`config.mk`:
```
export PLATFORM = sky130hd
export DESIGN_NAME = jtag_debug_transaction_master_unit
export DESIGN_NICKNAME = d
export VERILOG_FILES = /design/src/sv/jdtm_pkg.sv /design/src/sv/jtag_debug_transaction_master_unit.sv
export SDC_FILE = /design/constraint.sdc
export NUM_CORES = 1
export LEC_CHECK = 0
export ABC_AREA = 1
export BUFFER_PORTS_ARGS = -buffer_cell sky130_fd_sc_hd__clkbuf_2
export CAP_MARGIN = 10
export CORE_AREA = 2 2 214 174
export DETAILED_ROUTE_END_ITERATION = 10
export DIE_AREA = 0 0 216 176
export PLACE_DENSITY = 0.59
export SLEW_MARGIN = 30
export SYNTH_ARGS = -nofsm -noshare
export SYNTH_HDL_FRONTEND = slang
export SYNTH_SLANG_ARGS = --single-unit
export TNS_END_PERCENT = 30
```
`constraint.sdc`:
```
create_clock -name i_clk -period 2.7 [get_ports i_clk]
set_input_delay 0.405 -clock i_clk [delete_from_list [all_inputs] [get_ports i_clk]]
set_output_delay 0.405 -clock i_clk [all_outputs]
set_load 0.005 [all_outputs]
```
`src/sv/jdtm_pkg.sv`:
```
// jdtm_pkg: types, codes and constants shared by the jtag debug transaction master
// and its checker; no dependencies

package jdtm_pkg;

    localparam int DATA_BITS = 32;
    localparam int IR_BITS   = 4;
    localparam int CMD_BITS  = 4;
    localparam int CNT_W     = 6;

    localparam logic [15:0] RETRY_RESET = 16'd50;

    localparam logic [7:0] IR_DATA   = 8'h0B;
    localparam logic [7:0] IR_ADDR   = 8'h0A;
    localparam logic [7:0] IR_CMD    = 8'h09;
    localparam logic [7:0] IR_STATUS = 8'h08;

    localparam logic [2:0] CMD_READ_FLAG = 3'h4;
    localparam logic [2:0] CMD_WRITE_FLAG = 3'h0;
    localparam logic [2:0] STATUS_READY = 3'h4;

    localparam logic ACT_START = 1'b0;
    localparam logic ACT_TICK  = 1'b1;

    localparam logic [1:0] OC_NONE    = 2'd0;
    localparam logic [1:0] OC_SUCCESS = 2'd1;
    localparam logic [1:0] OC_FAIL    = 2'd2;
    localparam logic [1:0] OC_TIMEOUT = 2'd3;

    typedef enum logic [3:0] {
        PH_IDLE      = 4'd0,
        PH_OK        = 4'd1,
        PH_FAIL      = 4'd2,
        PH_TIMEOUT   = 4'd3,
        PH_RESET     = 4'd4,
        PH_RTI_START = 4'd5,
        PH_RTI_POLL  = 4'd6,
        PH_POST      = 4'd7,
        PH_OPS       = 4'd8
    } t_phase;

    typedef enum logic [2:0] {
        OP_DATA   = 3'd0,
        OP_ADDR   = 3'd1,
        OP_CMD    = 3'd2,
        OP_STATUS = 3'd3,
        OP_READ   = 3'd4
    } t_op;

    typedef enum logic [2:0] {
        SUB_SEL1 = 3'd0,
        SUB_IR   = 3'd1,
        SUB_SEL2 = 3'd2,
        SUB_DR   = 3'd3,
        SUB_UPD  = 3'd4
    } t_sub;

    typedef struct packed {
        logic        action;
        logic [1:0]  space;
        logic        is_write;
        logic [31:0] address;
        logic [31:0] write_data;
        logic        tdo;
    } t_in_req;

    typedef struct packed {
        logic        tms;
        logic        tdi;
        logic        tck_pulse;
        logic        busy_res;
        logic [1:0]  outcome;
        logic [31:0] read_data;
    } t_out_req;

    function automatic logic [7:0] op_ir(input t_op op);
        logic [7:0] ir;
        case (op)
            OP_ADDR:   ir = IR_ADDR;
            OP_CMD:    ir = IR_CMD;
            OP_STATUS: ir = IR_STATUS;
            default:   ir = IR_DATA;
        endcase
        return ir;
    endfunction

    function automatic logic [CNT_W:0] op_len(input t_op op);
        logic [CNT_W:0] len;
        len = (op == OP_CMD) ? (CNT_W+1)'(CMD_BITS) : (CNT_W+1)'(DATA_BITS);
        return len;
    endfunction

    function automatic logic phase_busy(input t_phase ph);
        logic b;
        b = (ph != PH_IDLE) && (ph != PH_OK) && (ph != PH_FAIL) && (ph != PH_TIMEOUT);
        return b;
    endfunction

endpackage

```
`src/sv/jtag_debug_transaction_master_unit.sv`:
```
// jtag_debug_transaction_master_unit: top level of the jtag debug transaction master
// depends on jdtm_pkg
//
// usage: a start request (action 0) latches space, direction, address and write data
// when no transaction is running; each tick request (action 1) carries the sampled tdo
// and yields the tms/tdi levels for one tck period. every request gives exactly one
// result with busy and outcome; the final pulse shows busy 0 and the outcome, and idle
// ticks repeat that outcome until the next start
// the retry limit register is written through i_cfg_we / i_cfg_wdata; the user must
// write it only while idle, the block does not enforce this
// path: a request is captured in the input register, then the sequencer step runs and
// its result is written into the result register once that register is free or taken
// throughput: one request per cycle while the receiver takes results; the single
// sequencer step per request sets that figure
// reset: sequencer returns to idle, retry limit goes to 50, both register stages empty
// receiver stall: the result register holds, the input register fills, then o_in_ready
// drops until the result is taken

module jtag_debug_transaction_master_unit
    import jdtm_pkg::*;
(
    input  logic        i_clk,
    input  logic        i_rst_n,
    input  logic        i_in_valid,
    output logic        o_in_ready,
    input  t_in_req     i_in,
    output logic        o_out_valid,
    input  logic        i_out_ready,
    output t_out_req    o_out,
    input  logic        i_cfg_we,
    input  logic [15:0] i_cfg_wdata
);

    logic           r_in_valid;
    t_in_req        r_in;
    logic           r_out_valid;
    t_out_req       r_out;
    logic [15:0]    r_retry;

    t_phase         r_phase, n_phase;
    t_op            r_op, n_op;
    t_sub           r_sub, n_sub;
    logic [CNT_W-1:0] r_cnt, n_cnt;
    logic [31:0]    r_shift, n_shift;
    logic [2:0]     r_status, n_status;
    logic [15:0]    r_poll, n_poll;
    logic [31:0]    r_addr, n_addr;
    logic [31:0]    r_data, n_data;
    logic [2:0]     r_cmd, n_cmd;

    logic           advance;
    logic           busy;
    logic           tick;
    logic [CNT_W:0] cnt_inc;
    logic [7:0]     ir_val;
    logic [CNT_W:0] dr_len;
    logic [31:0]    op_word;
    logic           tms, tdi;
    t_out_req       n_out;

    assign advance    = r_in_valid && (!r_out_valid || i_out_ready);
    assign o_in_ready = !r_in_valid || advance;
    assign busy       = phase_busy(r_phase);
    assign tick       = (r_in.action == ACT_TICK) && busy;
    assign cnt_inc    = {1'b0, r_cnt} + (CNT_W+1)'(1);
    assign ir_val     = op_ir(r_op);
    assign dr_len     = op_len(r_op);

    always_comb begin
        case (r_op)
            OP_DATA: op_word = r_data;
            OP_ADDR: op_word = r_addr;
            OP_CMD:  op_word = {29'd0, r_cmd};
            default: op_word = 32'd0;
        endcase
    end

    // next state
    always_comb begin
        n_phase  = r_phase;
        n_op     = r_op;
        n_sub    = r_sub;
        n_cnt    = r_cnt;
        n_shift  = r_shift;
        n_status = r_status;
        n_poll   = r_poll;
        n_addr   = r_addr;
        n_data   = r_data;
        n_cmd    = r_cmd;
        if (r_in.action == ACT_START) begin
            if (!busy) begin
                n_addr   = r_in.address;
                n_data   = r_in.write_data;
                n_cmd    = (r_in.is_write ? CMD_WRITE_FLAG : CMD_READ_FLAG) |
                           {1'b0, r_in.space};
                n_phase  = PH_RESET;
                n_cnt    = '0;
                n_shift  = '0;
                n_status = '0;
                n_poll   = '0;
            end
        end else if (tick) begin
            unique case (r_phase)
                PH_RESET: begin
                    n_cnt = cnt_inc[CNT_W-1:0];
                    if (cnt_inc >= (CNT_W+1)'(6)) begin
                        n_cnt   = '0;
                        n_phase = PH_RTI_START;
                    end
                end
                PH_RTI_START: begin
                    n_cnt   = '0;
                    n_phase = PH_OPS;
                    n_op    = r_cmd[2] ? OP_ADDR : OP_DATA;
                    n_sub   = SUB_SEL1;
                end
                PH_RTI_POLL: begin
                    n_cnt  = '0;
                    n_poll = '0;
                    if (r_retry == 16'd0) begin
                        n_phase = PH_TIMEOUT;
                    end else begin
                        n_phase = PH_OPS;
                        n_op    = OP_STATUS;
                        n_sub   = SUB_SEL1;
                    end
                end
                PH_POST: begin
                    n_cnt = cnt_inc[CNT_W-1:0];
                    if (cnt_inc >= (CNT_W+1)'(2)) begin
                        n_cnt = '0;
                        if (r_status == STATUS_READY) begin
                            if (r_cmd[2]) begin
                                n_phase = PH_OPS;
                                n_op    = OP_READ;
                                n_sub   = SUB_SEL1;
                            end else begin
                                n_phase = PH_OK;
                            end
                        end else if (r_poll >= r_retry) begin
                            n_phase = PH_TIMEOUT;
                        end else begin
                            n_phase = PH_OPS;
                            n_op    = OP_STATUS;
                            n_sub   = SUB_SEL1;
                        end
                    end
                end
                PH_OPS: begin
                    unique case (r_sub)
                        SUB_SEL1, SUB_SEL2: begin
                            n_cnt = cnt_inc[CNT_W-1:0];
                            if (cnt_inc >= (CNT_W+1)'(4)) begin
                                n_cnt = '0;
                                if (r_sub == SUB_SEL1) begin
                                    n_sub = SUB_IR;
                                end else begin
                                    n_sub    = SUB_DR;
                                    n_shift  = op_word;
                                    n_status = '0;
                                end
                            end
                        end
                        SUB_IR: begin
                            if (cnt_inc >= (CNT_W+1)'(IR_BITS)) begin
                                n_cnt = '0;
                                n_sub = SUB_SEL2;
                            end else begin
                                n_cnt = cnt_inc[CNT_W-1:0];
                            end
                        end
                        SUB_DR: begin
                            if (r_op == OP_STATUS) begin
                                if (r_cnt < CNT_W'(3)) begin
                                    n_status = r_status |
                                               (3'(r_in.tdo) << r_cnt[1:0]);
                                end
                                if (r_in.tdo && r_cnt == CNT_W'(1)) begin
                                    n_cnt   = '0;
                                    n_phase = PH_FAIL;
                                end else if (r_in.tdo || r_cnt >= CNT_W'(2)) begin
                                    n_cnt   = '0;
                                    n_poll  = r_poll + 16'd1;
                                    n_phase = PH_POST;
                                end else begin
                                    n_cnt = cnt_inc[CNT_W-1:0];
                                end
                            end else begin
                                if (r_cnt < CNT_W'(32)) begin
                                    n_shift[r_cnt[4:0]] = r_in.tdo;
                                end
                                if (cnt_inc >= dr_len) begin
                                    n_cnt = '0;
                                    n_sub = SUB_UPD;
                                end else begin
                                    n_cnt = cnt_inc[CNT_W-1:0];
                                end
                            end
                        end
                        default: begin
                            n_cnt = '0;
                            unique case (r_op)
                                OP_DATA: begin
                                    n_op  = OP_ADDR;
                                    n_sub = SUB_SEL1;
                                end
                                OP_ADDR: begin
                                    n_op  = OP_CMD;
                                    n_sub = SUB_SEL1;
                                end
                                OP_CMD:  n_phase = PH_RTI_POLL;
                                default: n_phase = PH_OK;
                            endcase
                        end
                    endcase
                end
                default: n_phase = r_phase;
            endcase
        end
    end

    // pin levels for this request
    always_comb begin
        tms = 1'b0;
        tdi = 1'b0;
        if (tick) begin
            unique case (r_phase)
                PH_RESET, PH_POST: tms = 1'b1;
                PH_OPS: begin
                    unique case (r_sub)
                        SUB_SEL1, SUB_SEL2: tms = (r_cnt < CNT_W'(2));
                        SUB_IR: begin
                            tdi = (r_cnt < CNT_W'(8)) ? ir_val[r_cnt[2:0]] : 1'b0;
                            tms = (cnt_inc >= (CNT_W+1)'(IR_BITS));
                        end
                        SUB_DR: begin
                            if (r_op != OP_STATUS) begin
                                tdi = (r_cnt < CNT_W'(32)) ? r_shift[r_cnt[4:0]] : 1'b0;
                                tms = (cnt_inc >= dr_len);
                            end
                        end
                        default: tms = 1'b1;
                    endcase
                end
                default: tms = 1'b0;
            endcase
        end
    end

    always_comb begin
        n_out.tms       = tms;
        n_out.tdi       = tdi;
        n_out.tck_pulse = tick;
        n_out.busy_res  = phase_busy(n_phase);
        case (n_phase)
            PH_OK:      n_out.outcome = OC_SUCCESS;
            PH_FAIL:    n_out.outcome = OC_FAIL;
            PH_TIMEOUT: n_out.outcome = OC_TIMEOUT;
            default:    n_out.outcome = OC_NONE;
        endcase
        n_out.read_data = (n_phase == PH_OK && n_cmd[2]) ? n_shift : 32'd0;
    end

    always_ff @(posedge i_clk) begin
        if (!i_rst_n) begin
            r_in_valid  <= 1'b0;
            r_out_valid <= 1'b0;
            r_retry     <= RETRY_RESET;
            r_phase     <= PH_IDLE;
            r_op        <= OP_DATA;
            r_sub       <= SUB_SEL1;
            r_cnt       <= '0;
            r_shift     <= '0;
            r_status    <= '0;
            r_poll      <= '0;
            r_addr      <= '0;
            r_data      <= '0;
            r_cmd       <= '0;
        end else begin
            if (i_cfg_we) begin
                r_retry <= i_cfg_wdata;
            end
            if (o_in_ready) begin
                r_in_valid <= i_in_valid;
            end
            if (advance) begin
                r_out_valid <= 1'b1;
                r_phase     <= n_phase;
                r_op        <= n_op;
                r_sub       <= n_sub;
                r_cnt       <= n_cnt;
                r_shift     <= n_shift;
                r_status    <= n_status;
                r_poll      <= n_poll;
                r_addr      <= n_addr;
                r_data      <= n_data;
                r_cmd       <= n_cmd;
            end else if (i_out_ready) begin
                r_out_valid <= 1'b0;
            end
        end
    end

    always_ff @(posedge i_clk) begin
        if (o_in_ready && i_in_valid) begin
            r_in <= i_in;
        end
        if (advance) begin
            r_out <= n_out;
        end
    end

    assign o_out_valid = r_out_valid;
    assign o_out       = r_out;

endmodule

```
==> impl_metrics.ini <==
[finish]
final_common_cell = nand2_1
nFillCells = 3547
layout-area-overhead-vs-synth_pct = 22.4
instances_no_fill = 2436
finish.utilization = 0.464
nets = 2052
n_antenna_cell = 0
final_cell_mix = nand2_1 (312), a21oi_1 (227), o21ai_0 (194), inv_1 (180), dfxtp_1 (149)
ff_latch_area_sq_um = 6260
multi_input_area_sq_um = 6140
drive_above_1_share = 0.171

[placement]
place.gp.congestion = 0.935
io_buffers = 129
dpl.hpwl_microns = 30400
dpl.cell_count = 2322

[floorplan]
die_w_microns = 216
ioPinCount = 130
initial_core_util = 0.379
die_h_microns = 176
die_area_sq_um = 38000
core.rowCount = 62
core_area_sq_um = 35700

[clocking]
cts_tree = done
root_buffer = clkbuf_16
cts-htree-levels = 1
numCtsBuffers = 28
clock_latency_ns = 0.59
clock_path_buffers = 3
clk_pin_slew_ns = 0.07
cts.sinks = 259

[routing]
wl_met2_microns = 17800
topRoutingLayerUsed = met4
wl_met1_microns = 21000
vias_per_cell = 5.32
drt-pass1-iter-count = 7
ant_nets = 0
wire_per_inst_microns = 17.7
vias = 13000
route.met3.wl_microns = 3680
drt-total-wl_microns = 43200
drc_errors = 0
drt_iter0_drc = 1305

[timing]
tns_ns = 0
min_period_over_period = 0.940
final-max-slew-violation-count = 0
fmax_mhz = 394
hold_viol = 0
period_minus_slack_ns = 2.54
relSlewSlack = 0.515
tightest_slew_ns = 0.727
skew_ns = 0.0465
rsz0062_at_grt = no
setup_viol = 0

[logic_synthesis]
yosys-top-cells-area = edfxtp_1 (24%), dfxtp_1 (22%), nand2_1 (8.9%)
syn-num-nets = 1847
synth_async_sr_flop_share = 0
ys_warn_count = 0
yosys_most_used_dff = dfxtp_1
yosysTopAreaCellShare = 0.238
netlist_area_sq_um = 13500
syn_inst = 1729
synth_edf_count = 107
synth_cell_types = 45
synth_seq_cells = 259
synth_top_area_cell = edfxtp_1
seq_area_frac_synth = 0.462
syn_avg_cell_area_sq_um = 7.82

[critical_path]
crit_path_end_kind = flop
crit_type = flop to flop
path_max_fanout = 32
cp.required_ns = 3.00
critPathArrivalTime_ns = 2.84
critPathLaunchType = flop

[pwr]
vdd_drop_max_uv = 500
p_per_area_nw_per_um2 = 546
leakage_nw = 6.49

[global_route]
antenna_found_initial = 2
grt_max_degree = 123
grt_pass1_wl_microns = 67500
first_global_vias = 11900
track_usage = 0.224
grt_overflow = 0

[flow_run]
cap_violations = 0

[min_path]
worst_hold_path_type = primary input to flop

[outcome]
outcome = completed
per-layer routing:
| layer | up-vias | GRT usage |
|---|---|---|
| met1 | 6043 | 0.345 |
| met2 | 521 | 0.321 |
| met3 | 60 | 0.0407 |
| li1 | 6339 | - |
| met4 | 0 | 0.0497 |
| met5 | - | 0 |
per-stage QoR:
| step | total power, W | hold slack, ns | setup slack (ns) | cell area, sq um |
|---|---|---|---|---|
| after floorplan | 0.00502 | 0.426 | 0.113 | 13500 |
| after global placement | 0.00539 | 0.434 | 0.148 | 15000 |
| after detailed placement | 0.00540 | 0.442 | 0.139 | 15000 |
| after CTS | 0.00909 | 0.00265 | 0.108 | 16500 |
| after global routing | 0.00941 | 0.00607 | 0.000647 | 16600 |
| final | 0.00903 | 0.0284 | 0.163 | 16600 |
critical path, cell delays in order, from the launching register on:
cell and delay [ns]:
dfxtp_2 0.38, ha_2 0.24, nand2_1 0.09, inv_1 0.09, nand2_1 0.06, nand2_2 0.10, nand3_1 0.12, nor2_4 0.12
nand2_2 0.15, buf_12 0.22, o211ai_1 0.18, nand3_1 0.11, a21oi_1 0.20, buf_4 0.18, nor2_2 0.04
cell usage after synthesis (11+ instances only):
cell	n
o221ai_1	15
nand2_1	320
ha_1	28
o311ai_0	20
nand4_1	30
nor2_2	17
o211ai_1	13
nor2_1	98
edfxtp_1	107
nand3_1	98
nor3_1	22
dfxtp_1	152
o21ai_1	17
inv_1	181
clkbuf_1	75
a21oi_1	228
buf_2	11
o21ai_0	196
worst paths after layout:
| kind | from | end | cells after the start | slack (ns) |
|---|---|---|---|---|
| min reg2reg | r_data[12] | r_data[12] | 2 | 0.45 |
| max | r_cnt[1] | o_out[25] | 14 | 0.16 |
| max reg2reg | r_cnt[1] | o_out[25] | 14 | 0.16 |
| min | i_in[57] | r_in[57] | 1 | 0.03 |
repair_timing:
action	CTS	global route
endpoints found under the setup margin	0	42
gates resized for setup	0	16
hold buffers	59	2
hold endpoints to repair	59	2
buffers inserted	0	1
layout make-up:
class	count	share of cell area
clock buffer	37	0.0450
clock inverter	15	0.00710
inverter	191	0.0434
multi-input combinational	1180	0.371
sequential	259	0.378
tap	480	0.0363
timing repair buffer	274	0.119
state kept, by name, indices dropped and copies added (netlist names), 3 cells and up:
register	flops
r_in	69
o_out	38
r_addr	32
r_data	32
r_shift	32
r_poll	16
r_retry	16
r_cnt	6
r_phase	4
r_cmd	3
r_op	3
r_status	3
r_sub	3
report_power, final:
part	total [W]	switching (W)	internal [W]
registers	0.00438	0.000108	0.00427
clock network	0.00362	0.00166	0.00196
logic	0.00104	0.000651	0.000384
cell families (layout without fill, tap and decap cells):
family,after synthesis,count (layout),share of synthesized area
AO/OA/AOI/OAI,523,523,0.216
buffers and inverters,290,517,0.0869
AND/OR/NAND/NOR,625,625,0.206
XOR/XNOR,4,4,0.00259
adder cells (fa/ha/maj),28,28,0.0259
flip-flops,259,259,0.462
Note: power is estimated with default switching activity, not from simulation.
